File: src/hw/rtl/mcpt_pkg.sv
// ----------------------------------------------------------------------------
// mcpt_pkg
// Shared types, codes and constants for the multichannel PWM table.
// ----------------------------------------------------------------------------
`timescale 1ns / 1ps
`default_nettype none

package mcpt_pkg;

  localparam int NUM_CHANNELS_DEF = 8;

  localparam logic [1:0] MODE_SPARE = 2'd0;
  localparam logic [1:0] MODE_ON    = 2'd1;
  localparam logic [1:0] MODE_OFF   = 2'd2;

  localparam logic OP_TICK  = 1'b0;
  localparam logic OP_ADD   = 1'b1;

  localparam logic KIND_PAD = 1'b0;
  localparam logic KIND_ADD = 1'b1;

  localparam logic [13:0] DUTY_FULL  = 14'd10000;
  localparam logic [19:0] DUTY_SCALE = 20'd100;

  // modulo 10^6 reduction constants; MOD_RECIP = floor(2^51 / 10^6)
  localparam logic [21:0] MOD_M     = 22'd1000000;
  localparam logic [21:0] MOD_M2    = 22'd2000000;
  localparam logic [21:0] MOD_M3    = 22'd3000000;
  localparam logic [31:0] MOD_RECIP = 32'd2251799813;
  localparam int          RED_LAT   = 3;

  typedef struct packed {
    logic        operation;
    logic [47:0] time_us;
    logic [7:0]  pad;
    logic [31:0] freq_q16;
    logic [13:0] duty_hundredths;
    logic [31:0] phase_shift;
    logic [1:0]  mode;
  } in_item_t;

  typedef struct packed {
    logic       kind;
    logic [7:0] pad_out;
    logic       level;
    logic       accepted;
    logic       last;
  } result_t;

  typedef struct packed {
    logic [7:0]  pad;
    logic [31:0] freq;
    logic [13:0] duty;
    logic [31:0] phase;
    logic [1:0]  mode;
  } entry_t;

  typedef struct packed {
    logic       valid;
    logic       tail;
    logic       emit;
    logic [7:0] pad;
    logic       level;
  } pipe_res_t;

endpackage

`default_nettype wire

File: src/hw/rtl/mcpt_table.sv
// ----------------------------------------------------------------------------
// mcpt_table
// Channel table memory, one read and one write port, registered read data.
// Entries never written read as zero (spare).
// ----------------------------------------------------------------------------
`timescale 1ns / 1ps
`default_nettype none

module mcpt_table #(
  parameter int NUM_CHANNELS = mcpt_pkg::NUM_CHANNELS_DEF,
  localparam int IDX_W = (NUM_CHANNELS > 1) ? $clog2(NUM_CHANNELS) : 1
) (
  input  logic                 clk,
  input  logic                 rst,
  input  logic                 rd_en,
  input  logic [IDX_W-1:0]     rd_addr,
  output mcpt_pkg::entry_t     rd_data,
  input  logic                 wr_en,
  input  logic [IDX_W-1:0]     wr_addr,
  input  mcpt_pkg::entry_t     wr_data
);
  import mcpt_pkg::*;

  entry_t                  mem [NUM_CHANNELS];
  logic [NUM_CHANNELS-1:0] entry_vld;
  entry_t                  rd_q;
  logic                    rd_vld;

  always_ff @(posedge clk) begin
    if (wr_en) begin
      mem[wr_addr] <= wr_data;
    end
    if (rd_en) begin
      rd_q   <= mem[rd_addr];
      rd_vld <= entry_vld[rd_addr];
    end
  end

  always_ff @(posedge clk) begin
    if (rst) begin
      entry_vld <= '0;
    end else if (wr_en) begin
      entry_vld[wr_addr] <= 1'b1;
    end
  end

  assign rd_data = rd_vld ? rd_q : '0;

endmodule

`default_nettype wire

File: config.mk
export PLATFORM = sky130hd
export DESIGN_NAME = mcpt_table
export DESIGN_NICKNAME = d
export VERILOG_FILES = /design/src/hw/rtl/mcpt_pkg.sv /design/src/hw/rtl/mcpt_table.sv
export SDC_FILE = /design/constraint.sdc
export NUM_CORES = 1
export LEC_CHECK = 0
export BUFFER_PORTS_ARGS = -buffer_cell sky130_fd_sc_hd__buf_2
export CAP_MARGIN = 20
export CORE_ASPECT_RATIO = 1.1
export CORE_UTILIZATION = 50
export CTS_CLUSTER_DIAMETER = 50
export DETAILED_ROUTE_END_ITERATION = 6
export PLACE_DENSITY = 0.71
export SLEW_MARGIN = 20
export SYNTH_ARGS = -nofsm -noshare
export SYNTH_HDL_FRONTEND = slang
export SYNTH_SLANG_ARGS = --single-unit
File: constraint.sdc
create_clock -name clk -period 12.6 [get_ports clk]
set_input_delay 3.15 -clock clk [delete_from_list [all_inputs] [get_ports clk]]
set_output_delay 3.15 -clock clk [all_outputs]
set_load 0.01 [all_outputs]
## Word-level counts from Yosys, hierarchy flattened

Memory sizes are Yosys's and may differ from the RTL's. A register that Yosys moved wholly into a read port is not among the register bits.
Index checks and enable logic that the tools add are counted.

| word-level totals | value |
|---|---|
| register bits | 9 |
| bits in writable memories | 704 |
| output and inout bits | 88 |
| logic and storage cells | 15 |
| memories | 1 |

| operators by class | value |
|---|---|
| order comparisons | 3 |
| mux-type cells | 7 |
| bitwise gates (word level) | 1 |
| reduce and logical (&&, ||, !) cells | 1 |

Memories:

| name | depth | bits a word | read ports | clocked after Yosys merged registers in | write ports | line | text |
|---|---|---|---|---|---|---|---|
| mem | 8 | 88 | 1 | 1 | 1 | mcpt_table.sv:24 | `entry_t mem [NUM_CHANNELS];` |

Operators by type and width:

| kind | count |
|---|---|
| 2-to-1 mux 88 bit | 1 |
| < comparator 3 x 4 -> 1 bit, second input constant | 2 |
| bitwise OR 8 bit | 1 |
| 2-to-1 mux 1 bit | 4 |
| binary-select mux 1 bit (select 3 bit) | 1 |
| demux 1 bit (select 3 bit) | 1 |
| >= comparator 3 x 1 -> 1 bit, second input constant | 1 |
| logical AND 1 bit | 1 |

## Depth between registers and ports, before layout

| logic depth | value |
|---|---|
| depth in word-level cells | 5 |
| gate-level depth with buffers | 5 |
| gate-level depth less buffers | 2 |

## Least setup slack after synthesis

OpenSTA, ideal clock, no wires.

| path | value |
|---|---|
| path type | input-to-reg |
| start point | in wr_addr[0] |
| end point | mem mem[7][0] (netlist name) (enable) |
| setup time | 0.538 ns |
| arrival | 6.904 ns |
| data required time | 12.062 ns |
| slack | 5.159 ns |
| stages | 2 |
| path through | nand2_1 nor2_1 |

RTL lines:

| what | line | text |
|---|---|---|
| start, declared | mcpt_table.sv:19 | `input logic [IDX_W-1:0] wr_addr,` |
| end, declared | mcpt_table.sv:24 |  |

Straight into the memory's write port.

==> summary.txt <==
Outcome - completed
H-Tree Depth - 3
Mapped Cells - 1,249
Max Slew Vio Count - 0
Slew headroom - 28.2%
Post-synth ARST share - 0%
Register area share after synthesis - 79.6%
Post-synthesis net count - 1,347
Starting Density - 50.4%
Drt initial violations - 984
DRC - 0
Slew @ Worst Pin - 1080 ps
Setup repair after global routing missed its margin - false
Via/cell ratio - 5.71
Die Y - 259 µm
CP Capture Type - flip-flop
Mean post-synth cell area - 24.1 µm²
Post-CTS Hold Fix Bufs - 0
Tcrit/Tclk final - 42.0%
Final WL - 58.5 mm
Initial antenna violation count - 17
First-pass GRT wire length - 86.7 mm
Share of the synthesized area in the top cell type - 79.0%
GPL Wtd Cong - 0.703
Vias in the first global route - 13,888
Core area - 59,700 µm²
CP arrival - 5650 ps
Largest net degree at the start of global routing - 104
Leakage power - 11.4 nW
Synth cell types - 19
Synth-to-layout area growth - 14.1%
Critical Path, Cell by Cell - buf_8 -> buf_12 -> mux4_2 -> mux2_2
Area leader, netlist - edfxtp_1
Worst setup path category - in -> reg
# setup viols final - 0
Reg clk slew, reported paths - 60 ps
Gr ovfl total - 0
Fmax - 189 MHz
Clk sinks - 801
Worst EP required - 12,960 ps
Syn Std Cell Area - 30,100 µm²
Total global-route track usage - 19.4%
Cell Rows - 94
Clock Latency Late Sink - 610 ps
Max cap viols - 0
Minimum clock period after layout - 5290 ps
Post-CTS setup buffer count - 0
CP bufs+invs - 2
Hold/Removal Path Class - reg -> reg
Routed len/inst - 25.3 µm
DRT Pass-1 Iters - 5
CP max stage delay - 670 ps
Top post-synthesis cells by area - edfxtp_1 (79%), mux4_2 (12%), mux2_2 (3.3%), and2_1 (1.8%), mux4_1 (1.2%)
Final setup TNS - 0 ps
Share of layout cells above drive strength 1 - 37.3%
Crit path max-delay cell type - buf_12
Ys flop type - edfxtp_1
Final Hold Fails - 0
CTS Buffer Depth - 3
Pwr Density - 164 nW/µm²
I/O pin cnt - 186
Commonest cells post-synth - edfxtp_1 (793), mux4_2 (164), mux2_2 (89), and2_1 (88), clkbuf_1 (23)
CTS tree - done
Root Buffer - clkbuf_16
CP Max Fanout - 103
Nets - 1,570
Clock Skew - 18.6 ps
Routed Antenna Nets - 0
Number of synthesized flops with an enable pin - 793
Port buffer count - 185
Hpwl dp - 29.8 mm
Post-CTS sizing - 0
Most frequent cell after synthesis - edfxtp_1
Ys Warns - 0
Register bit total from synthesis - 801
Die area - 61,300 µm²
Via count - 13,183
Worst path top cell family by delay - buffers and inverters
Die width - 236 µm
CTS buffer count - 80
Core Util, Final - 57.6%
Crit start category - primary input
Worst IR Drop VDD - 109 µV
-- layout make-up --
type | instances | area [µm²]
diodes | 8 | 20.0
clock buffers | 102 | 2170
repair buffers | 201 | 1080
fillers | 4310 | 25400
multi-input cells | 374 | 5750
inverters | 14 | 70.1
flip-flops and latches | 801 | 24000
well taps | 768 | 961
clock inverters | 41 | 363
-- flip-flops by register name, indices dropped and copies added, names as in the netlist --
name,count
entry_vld,8
mem,704
rd_q,88
rd_vld,1
-- path summary, 6_finish.rpt --
kind	startpoint	end	slack (ps)	cells past startpoint
worst max-delay path	rd_addr[0]	rd_q[1]	7310	4
worst min-delay path	entry_vld[3]	entry_vld[3]	450	2
worst max register to register	mem[3][73]	rd_q[73]	11160	2
worst min register to register	entry_vld[3]	entry_vld[3]	450	2
-- cells by family after synthesis --
family,after synthesis,share of synthesized area [%]
buffers and inverters,74,1.39
flip-flops,801,79.6
AO/OA/AOI/OAI,8,0.145
AND/OR/NAND/NOR,99,2.11
multiplexers,267,16.8
-- worst reg2reg max path: cells and delay by family, from the launching register on --
kind / cells / cell delay (ps)
DFF: 1 / 380
muxes: 2 / 820
-- per-layer routing --
| metal | global-route usage [%] | wire length (µm) | vias to the layer above |
|---|---|---|---|
| li1 | - | - | 5694 |
| met1 | 25.3 | 24200 | 7023 |
| met2 | 33.0 | 30200 | 363 |
| met3 | 3.91 | 3080 | 87 |
| met4 | 6.15 | 974 | 16 |
| met5 | 0 | 96 | - |
-- power by group --
group          internal, mW  switching, mW
registers              3.04         0.0228
clock network          1.33          0.963
logic                 0.130          0.156
total                  4.50           1.14
-- cell usage in the layout (no fill, tap or decap) --
master	instances
nor2_1	1
inv_4	7
buf_8	1
dfxtp_1	8
clkinv_4	2
buf_12	1
nand4bb_1	3
inv_8	1
or4b_2	1
clkbuf_16	84
mux4_2	164
nand2_1	2
bufinv_16	5
inv_1	7
edfxtp_1	793
diode_2	8
clkinv_2	10
clkinvlp_4	2
nand4b_1	3
nor2_4	1
a21oi_1	7
buf_4	17
inv_6	3
clkbuf_1	18
clkinv_8	2
mux2_2	89
buf_2	181
clkinv_1	16
and2_1	88
mux4_1	14
clkbuf_8	1
a41oi_1	1
-- through the flow --
| stage | instances | setup WS (ps) | instance area (µm²) | hold WS, ps | total power, mW |
|---|---|---|---|---|---|
| after floorplan | 1249 | 5160 | 30100 | 421 | 3.29 |
| after global placement | 2158 | 6680 | 31800 | 434 | 3.40 |
| after detailed placement | 2158 | 6660 | 31800 | 437 | 3.41 |
| after CTS | 2301 | 7320 | 34400 | 447 | 5.69 |
| after global routing | 2305 | 7110 | 34400 | 479 | 5.81 |
| final | 2309 | 7310 | 34400 | 449 | 5.64 |
Power figures use the tool's default switching activity.
