<file path="config.mk">
export PLATFORM = sky130hd
export DESIGN_NAME = mcpt_level
export DESIGN_NICKNAME = d
export VERILOG_FILES = /design/src/hw/rtl/mcpt_pkg.sv /design/src/hw/rtl/mcpt_mod1e6.sv /design/src/hw/rtl/mcpt_level.sv
export SDC_FILE = /design/constraint.sdc
export NUM_CORES = 2
export LEC_CHECK = 0
export ABC_AREA = 1
export BUFFER_PORTS_ARGS = -buffer_cell sky130_fd_sc_hd__buf_2
export CAP_MARGIN = 20
export CORE_ASPECT_RATIO = 1.4
export CORE_UTILIZATION = 50
export CTS_CLUSTER_SIZE = 25
export DETAILED_ROUTE_END_ITERATION = 10
export GPL_TIMING_DRIVEN = 0
export PLACE_DENSITY_LB_ADDON = 0.15
export SYNTH_ARGS = -nofsm -noshare
export SYNTH_HDL_FRONTEND = slang
export SYNTH_HIERARCHICAL = 1
export SYNTH_SLANG_ARGS = --single-unit
</file>
<file path="constraint.sdc">
create_clock -name clk -period 6.3 [get_ports clk]
set_clock_uncertainty 0.1 [all_clocks]
set_input_delay 0.315 -clock clk [delete_from_list [all_inputs] [get_ports clk]]
set_output_delay 0.315 -clock clk [all_outputs]
set_load 0.01 [all_outputs]
</file>
<file path="src/hw/rtl/mcpt_pkg.sv">
// ----------------------------------------------------------------------------
// mcpt_pkg
// Shared types, codes and constants for the multichannel PWM table.
// ----------------------------------------------------------------------------
`timescale 1ns / 1ps
`default_nettype none

package mcpt_pkg;

  localparam int NUM_CHANNELS_DEF = 8;

  localparam logic [1:0] MODE_SPARE = 2'd0;
  localparam logic [1:0] MODE_ON    = 2'd1;
  localparam logic [1:0] MODE_OFF   = 2'd2;

  localparam logic OP_TICK  = 1'b0;
  localparam logic OP_ADD   = 1'b1;

  localparam logic KIND_PAD = 1'b0;
  localparam logic KIND_ADD = 1'b1;

  localparam logic [13:0] DUTY_FULL  = 14'd10000;
  localparam logic [19:0] DUTY_SCALE = 20'd100;

  // modulo 10^6 reduction constants; MOD_RECIP = floor(2^51 / 10^6)
  localparam logic [21:0] MOD_M     = 22'd1000000;
  localparam logic [21:0] MOD_M2    = 22'd2000000;
  localparam logic [21:0] MOD_M3    = 22'd3000000;
  localparam logic [31:0] MOD_RECIP = 32'd2251799813;
  localparam int          RED_LAT   = 3;

  typedef struct packed {
    logic        operation;
    logic [47:0] time_us;
    logic [7:0]  pad;
    logic [31:0] freq_q16;
    logic [13:0] duty_hundredths;
    logic [31:0] phase_shift;
    logic [1:0]  mode;
  } in_item_t;

  typedef struct packed {
    logic       kind;
    logic [7:0] pad_out;
    logic       level;
    logic       accepted;
    logic       last;
  } result_t;

  typedef struct packed {
    logic [7:0]  pad;
    logic [31:0] freq;
    logic [13:0] duty;
    logic [31:0] phase;
    logic [1:0]  mode;
  } entry_t;

  typedef struct packed {
    logic       valid;
    logic       tail;
    logic       emit;
    logic [7:0] pad;
    logic       level;
  } pipe_res_t;

endpackage

`default_nettype wire

</file>
<file path="src/hw/rtl/mcpt_mod1e6.sv">
// ----------------------------------------------------------------------------
// mcpt_mod1e6
// Three-stage pipelined reduction of a 52-bit value modulo 10^6.
// ----------------------------------------------------------------------------
`timescale 1ns / 1ps
`default_nettype none

module mcpt_mod1e6 (
  input  logic        clk,
  input  logic [51:0] x,
  output logic [19:0] r
);
  import mcpt_pkg::*;

  logic [63:0] qprod;
  logic [21:0] q1;
  logic [21:0] xl1;
  logic [43:0] qm;
  logic [21:0] r2;
  logic [21:0] r3;

  // quotient estimate is low by at most three
  assign qprod = x[51:20] * MOD_RECIP;
  assign qm    = q1 * MOD_M;

  always_comb begin
    if (r2 >= MOD_M3) begin
      r3 = r2 - MOD_M3;
    end else if (r2 >= MOD_M2) begin
      r3 = r2 - MOD_M2;
    end else if (r2 >= MOD_M) begin
      r3 = r2 - MOD_M;
    end else begin
      r3 = r2;
    end
  end

  always_ff @(posedge clk) begin
    q1  <= qprod[52:31];
    xl1 <= x[21:0];
    r2  <= xl1 - qm[21:0];
    r   <= r3[19:0];
  end

endmodule

`default_nettype wire

</file>
<file path="src/hw/rtl/mcpt_level.sv">
// ----------------------------------------------------------------------------
// mcpt_level
// Ten-stage level pipeline, one entry per cycle.
// level = on && (((time + phase) * freq >> 16) mod 10^6 < duty * 100)
// ----------------------------------------------------------------------------
`timescale 1ns / 1ps
`default_nettype none

module mcpt_level (
  input  logic                clk,
  input  logic                rst,
  input  logic                in_valid,
  input  logic                tail,
  input  mcpt_pkg::entry_t    entry,
  input  logic [47:0]         time_us,
  output mcpt_pkg::pipe_res_t res
);
  import mcpt_pkg::*;

  typedef struct packed {
    logic [7:0]  pad;
    logic        on;
    logic        emit;
    logic        tail;
    logic [19:0] d100;
  } side_t;

  side_t              side_in;
  logic               v1;
  side_t              side1;
  logic [48:0]        s1;
  logic [31:0]        f1;
  logic [47:0]        prod_lo;

  logic [RED_LAT-1:0] va;
  side_t              side_a [RED_LAT];
  logic [31:0]        f_a    [RED_LAT];
  logic [31:0]        wlo_a  [RED_LAT];
  logic [19:0]        t_r;

  logic               v5;
  side_t              side5;
  logic [51:0]        hi5;
  logic [31:0]        wlo5;

  logic               v6;
  side_t              side6;
  logic [51:0]        x6;

  logic [RED_LAT-1:0] vb;
  side_t              side_b [RED_LAT];
  logic [19:0]        q_r;

  assign side_in.pad  = entry.pad;
  assign side_in.on   = (entry.mode == MODE_ON);
  assign side_in.emit = (entry.mode == MODE_ON) || (entry.mode == MODE_OFF);
  assign side_in.tail = tail;
  assign side_in.d100 = {6'd0, entry.duty} * DUTY_SCALE;

  assign prod_lo = s1[15:0] * f1;

  mcpt_mod1e6 u_red_a (
    .clk (clk),
    .x   ({19'd0, s1[48:16]}),
    .r   (t_r)
  );

  mcpt_mod1e6 u_red_b (
    .clk (clk),
    .x   (x6),
    .r   (q_r)
  );

  always_ff @(posedge clk) begin
    if (rst) begin
      v1        <= 1'b0;
      va        <= '0;
      v5        <= 1'b0;
      v6        <= 1'b0;
      vb        <= '0;
    end else begin
      v1        <= in_valid;
      va        <= {va[RED_LAT-2:0], v1};
      v5        <= va[RED_LAT-1];
      v6        <= v5;
      vb        <= {vb[RED_LAT-2:0], v6};
    end
  end

  always_ff @(posedge clk) begin
    side1 <= side_in;
    s1    <= {1'b0, time_us} + {17'd0, entry.phase};
    f1    <= entry.freq;

    side_a[0] <= side1;
    f_a[0]    <= f1;
    wlo_a[0]  <= prod_lo[47:16];
    for (int i = 1; i < RED_LAT; i++) begin
      side_a[i] <= side_a[i-1];
      f_a[i]    <= f_a[i-1];
      wlo_a[i]  <= wlo_a[i-1];
    end

    side5 <= side_a[RED_LAT-1];
    hi5   <= t_r * f_a[RED_LAT-1];
    wlo5  <= wlo_a[RED_LAT-1];

    side6 <= side5;
    x6    <= hi5 + {20'd0, wlo5};

    side_b[0] <= side6;
    for (int i = 1; i < RED_LAT; i++) begin
      side_b[i] <= side_b[i-1];
    end

    if (rst) begin
      res.valid <= 1'b0;
    end else begin
      res.valid <= vb[RED_LAT-1];
    end
    res.tail  <= side_b[RED_LAT-1].tail;
    res.emit  <= side_b[RED_LAT-1].emit;
    res.pad   <= side_b[RED_LAT-1].pad;
    res.level <= side_b[RED_LAT-1].on && (q_r < side_b[RED_LAT-1].d100);
  end

endmodule

`default_nettype wire
</file>
Word-level counts from Yosys, hierarchy flattened
Memories as Yosys holds them, arrays and structs flattened. A register that Yosys moved wholly into a read port is not among the register bits.
Index checks and enable logic that the tools add are counted.
{"block": "totals", "in_bits": 140, "ram_bits": 378, "word_cells": 70, "regBits": 438, "out_inout_bits": 12, "memories": 4}
{"name": "f_a", "depth": 3, "word_bits": 32, "read_ports": 3, "rd_clocked_by_memory_dff": 0, "wr": 3, "line_no": "mcpt_level.sv:37", "text": "logic [31:0] f_a [RED_LAT];"}
{"name": "wlo_a", "depth": 3, "word_bits": 32, "read_ports": 3, "rd_clocked_by_memory_dff": 1, "wr": 3, "line_no": "mcpt_level.sv:38", "text": "logic [31:0] wlo_a [RED_LAT];"}
{"name": "side_a", "depth": 3, "word_bits": 31, "read_ports": 3, "rd_clocked_by_memory_dff": 1, "wr": 3, "line_no": "mcpt_level.sv:36", "text": "side_t side_a [RED_LAT];"}
{"name": "side_b", "depth": 3, "word_bits": 31, "read_ports": 3, "rd_clocked_by_memory_dff": 0, "wr": 3, "line_no": "mcpt_level.sv:51", "text": "side_t side_b [RED_LAT];"}
{"block": "op_classes", "reduce_logical": 2, "n_mul": 7, "n_lt_le_gt_ge": 7, "n_eq_ne": 2, "addsub": 10, "muxes": 6}
{"op": "$mux 20", "count": 6}
{"op": "$sub 20x20->20 const B", "count": 6}
{"op": "$mul 32x32->53 const B", "count": 1}
{"op": "$add 52x32->52", "count": 1}
{"op": "$mul 20x32->52", "count": 1}
{"op": "$add 48x32->49", "count": 1}
{"op": "$mul 16x32->48", "count": 1}
{"op": "$mul 13x32->45 const B", "count": 1}
{"op": "$ge 22x20->1 const B", "count": 2}
{"op": "$ge 22x21->1 const B", "count": 2}
{"op": "$ge 22x22->1 const B", "count": 2}
{"op": "$mul 22x14->16 const B", "count": 2}
{"op": "$sub 22x22->22", "count": 2}
{"op": "$lt 20x20->1", "count": 1}
{"op": "$mul 14x5->18 const B", "count": 1}
{"op": "$eq 2x1->1 const B", "count": 1}
{"op": "$eq 2x2->1 const B", "count": 1}
{"op": "$logic_and 1x1->1", "count": 1}
{"op": "$logic_or 1x1->1", "count": 1}

Logic depth before layout (Yosys ltp)
{"block": "depth", "depth_word": 4, "ltp_mapped": 29, "depth_no_buf": 29}

Modules after synthesis
Netlist, hierarchy kept.
{"mod": "mcpt_level", "cells_each": 7315, "area_per_inst_um2": 60166.5, "n_inst": 1, "seq_area_each_um2": 13833.3}
{"mod": "mcpt_mod1e6 (u_red_b)", "cells_each": 2399, "area_per_inst_um2": 20128.1, "n_inst": 1, "seq_area_each_um2": 1601.5}
{"mod": "mcpt_mod1e6 (u_red_a)", "cells_each": 2405, "area_per_inst_um2": 20108.0, "n_inst": 1, "seq_area_each_um2": 1601.5}

Worst setup path after synthesis
OpenSTA, ideal clock, no wires.
{"block": "synth_timing", "kind": "flip-flop to flip-flop", "from": "register x6[35]", "to": "register u_red_b.q1[15]", "slack_ps": 172, "t_arrival_ps": 5916, "stages_incl_launch_ff": 26, "path_buffers": 0, "t_required_ps": 6088, "synth_period_minus_slack_ps": 6128, "setup_time_ps": 112, "path_cell_list": "dfxtp_1 -> inv_1 -> fa_1 -> inv_1 -> fa_1 -> inv_1 -> fa_1 -> fa_1 -> inv_1 -> fa_1 -> fa_1 -> fa_1 -> inv_1 -> fa_1 -> inv_1 -> ha_1 -> a21o_1 -> o21bai_1 -> a21oi_1 -> nand2_1 -> nand2_1 -> nand2_1 -> nor2_1 -> inv_1 -> nand2_1 -> nand2_1"}
{"block": "synth_via", "elab_chain_len": 1}
{"element": "from (decl)", "line_no": "mcpt_level.sv:48", "text": "logic [51:0] x6;"}
{"element": "from (signal assigned)", "line_no": "mcpt_level.sv:109", "text": "x6 <= hi5 + {20'd0, wlo5};"}
{"element": "$mul 32x32->53", "line_no": "mcpt_mod1e6.sv:23", "text": "assign qprod = x[51:20] * MOD_RECIP;"}
{"element": "named net u_red_b.qprod[46]", "line_no": "mcpt_mod1e6.sv:15", "text": "logic [63:0] qprod;"}
{"element": "to (signal assigned)", "line_no": "mcpt_mod1e6.sv:39", "text": "q1 <= qprod[52:31];"}
{"element": "to (decl)", "line_no": "mcpt_mod1e6.sv:16", "text": "logic [21:0] q1;"}
The timed path passes the listed nets, and every way through them passes these cells.
A chain may end at the register's enable or synchronous reset.

Worst setup path after layout
{"block": "layout_timing", "from": "register x6[37]", "to": "register u_red_b.q1[15]"}
Same word-level chain as after synthesis.

==> reports/results.txt <==
The post-layout minimum cycle time works out to 6.648 ns. Counting the buffers created by CTS gives 86. The clock-pin slew of the registers on the worst-case setup and hold paths is 0.06 ns. The count of buffers added on input and output ports is 150. Highest achievable clock rate: 0.1504 GHz. The run gives 194 as the row count.

For the count of final max-slew check failures, the log shows 0. The via count of the first global-routing pass is 86,390, and the count of non-filler cells in the finished layout is 15,500. Dividing the detail-routed via count by the number of cells gives 5.174.

Including well taps, the total number of placed cells is 15,040. The checks that failed: setup timing. The tools report the initial antenna violation count as 18.

Hold timing on the final database bottoms out at a slack of 0.04495 ns. CTS saw 849 sinks. The total area inside the core boundary comes to 0.1995 mm². The fraction of final layout cells sized beyond drive strength 1 works out to 0.1362. Relative to the synthesized area, the layout overhead comes to 16.34%.

Average footprint of a synthesized cell: 8.283 µm². The insertion delay of the later-clocked pin in the worst-skew pair is 0.73 ns, and the number of hold violations in the final report is 0. In this run the cell area of the synthesized design comes to 0.1004 mm². The logs give 0.3632 for the headroom to the max-slew limit and 12,120 for the instance count of the mapped netlist. Type of origin of the critical path: a register. The most critical setup path has its startpoint at x6[37]. The flow ran to the end, but the final reports show violations. The total routing usage reported by global routing is 0.3314. The worst register-to-register path ends at u_red_b/q1[15]. The final layout contains 15,640 nets.

The final layout contains routed wiring with a total length of 334,500 µm. The instance count along the most critical hold path was 4. Summed over all layers, the global routing overflow is 0. Setup repair after global routing could not meet its margin everywhere.

The least setup slack across all paths after layout was -0.3476 ns; the total I/O pin count was 152. The DRC violation total after the first TritonRoute iteration was 4,405; the routability congestion estimate from global placement was 1.026. The first detailed-routing pass ran for 8 iterations. Class of the most critical setup path: reg -> reg. The run gives 6 as the total of warnings raised by yosys. Initial core utilization: 0.5030. In this run the register-to-register setup slack is -0.35 ns.

The worst hold path terminates at s1[25]. The depth of the worst register-to-register path was 23; the area enclosed by the die boundary was 0.2025 mm². For this run, design rule violations remaining after detail routing come to 0. The number of setup violations in the final report was 38; the maximum fanout along the worst path was 6. The post-route clock period utilization works out to 1.055. For the worst setup path, the data required time is 6.80 ns. The maximum buffer depth of the clock tree came out at 3. The type of the worst min-delay path is in -> reg. TritonCTS built the clock tree. Height of the chip: 532.1 µm.

In this run the critical register-to-register path is launched from x6[37]. The run gives 0 as the number of max-capacitance violations reported. Entering global routing, the biggest net connects 17 pins. The final HPWL from detailed placement is 279,100 µm. The die outline width was 380.7 µm; the average wire per cell in the routed design was 21.59 µm.

The transition time of the tightest slew-check pin came out at 0.9552 ns. The CTS H-tree depth was 3; the data arrival at the endpoint of the critical path was 7.15 ns. The root buffer cell chosen for the clock tree is clkbuf_16.

In this run the most critical hold path is launched from time_us[25]. Once detail routing completed, the nets flagged for antenna violations numbered 0. STA classifies the critical path endpoint as a register. For this block, the via count after detailed routing is 80,180. The first global-routing pass estimated 503,700 µm of wire.
## final cells by class
class,count,area [µm²]
fill,18250,82760
inverter,3219,12180
clock buffer,108,2335
antenna,7,17.52
clock inverter,45,624.3
multi-input combinational,7911,74420
sequential,849,17350
timing repair buffer,484,4031
buffer,228,2494
tap,2646,3311
## layout by cell type, fill, tap and decap left out, types with 75 or more instances in the layout
cell / count
nor2_2: 76
xor2_1: 211
xnor2_1: 75
nand2_1: 2411
nand3_1: 272
clkbuf_16: 112
inv_2: 128
dfxtp_1: 727
ha_1: 1009
dlygate4sd3_1: 121
nand4_1: 105
a21oi_1: 343
nor2_1: 499
fa_1: 1601
inv_1: 3060
dfxtp_4: 80
nor2_4: 80
o21ai_0: 218
nand2_2: 121
conb_1: 122
buf_4: 173
buf_2: 162
## state kept, by name (all words and copies together) (netlist names), 49 cells and up
name    cells
side_b     87
s1         49
wlo_a      96
f_a        96
hi5        52
x6         52
side_a     87
## worst max-delay path: stages, from the launching register on
cell and delay, ns:
dfxtp_4 0.50, clkinvlp_4 0.20, buf_4 0.17, fa_1 0.44, fa_1 0.51, fa_1 0.52, fa_1 0.52, inv_1 0.07
fa_1 0.57, fa_1 0.45, fa_1 0.60, fa_1 0.50, ha_4 0.33, inv_1 0.09, o21bai_4 0.24, nand2_1 0.15
nand2_1 0.08, nand2_1 0.06, a21oi_1 0.13, nor2_1 0.06, nand2_1 0.07, nor2_2 0.04, nand3_1 0.07, nand2_2 0.09
## timing repair
| item | CTS | global route |
|---|---|---|
| endpoints found under the hold margin | 102 | 0 |
| setup endpoints to repair | 106 | 100 |
| buffers inserted | 88 | 115 |
| resized for setup | 976 | 895 |
| hold buffers | 121 | 0 |
| cloned | 3 | 4 |
| pin swaps | 138 | 423 |
## worst max path at each step
| stage | end | cells after the start |
|---|---|---|
| global route | u_red_b/q1[14] | 25 |
| floorplan | u_red_b/q1[15] | 25 |
| CTS | u_red_b/q1[10] | 24 |
| finish | u_red_b/q1[15] | 23 |
| global placement | hi5[19] | 20 |
| detailed placement | hi5[19] | 20 |
## per-layer routing
layer  track usage  vias to the layer above  share of wire
met5             0                        -        0.00025
met4        0.2759                       14           0.11
met3       0.04097                     1254          0.050
met2        0.5921                     2835           0.50
met1        0.3464                    38980           0.35
li1              -                    37090              -
## stage by stage
stage | setup WS (ns) | TNS [ns] | cell area [µm²] | util
after floorplan | 0.1722 | 0 | 100800 | -
after global placement | -1.806 | -99.95 | 104900 | 0.5256
after detailed placement | -1.671 | -100.35 | 104900 | 0.5259
after CTS | -0.2877 | -3.029 | 112900 | 0.5658
after global routing | -0.5066 | -12.54 | 116800 | 0.5852
final | -0.3476 | -4.999 | 116800 | 0.5852
Power is left out: the tool's default activity adds up to more than one toggle a clock period on the data nets, which glitch-free logic cannot reach.
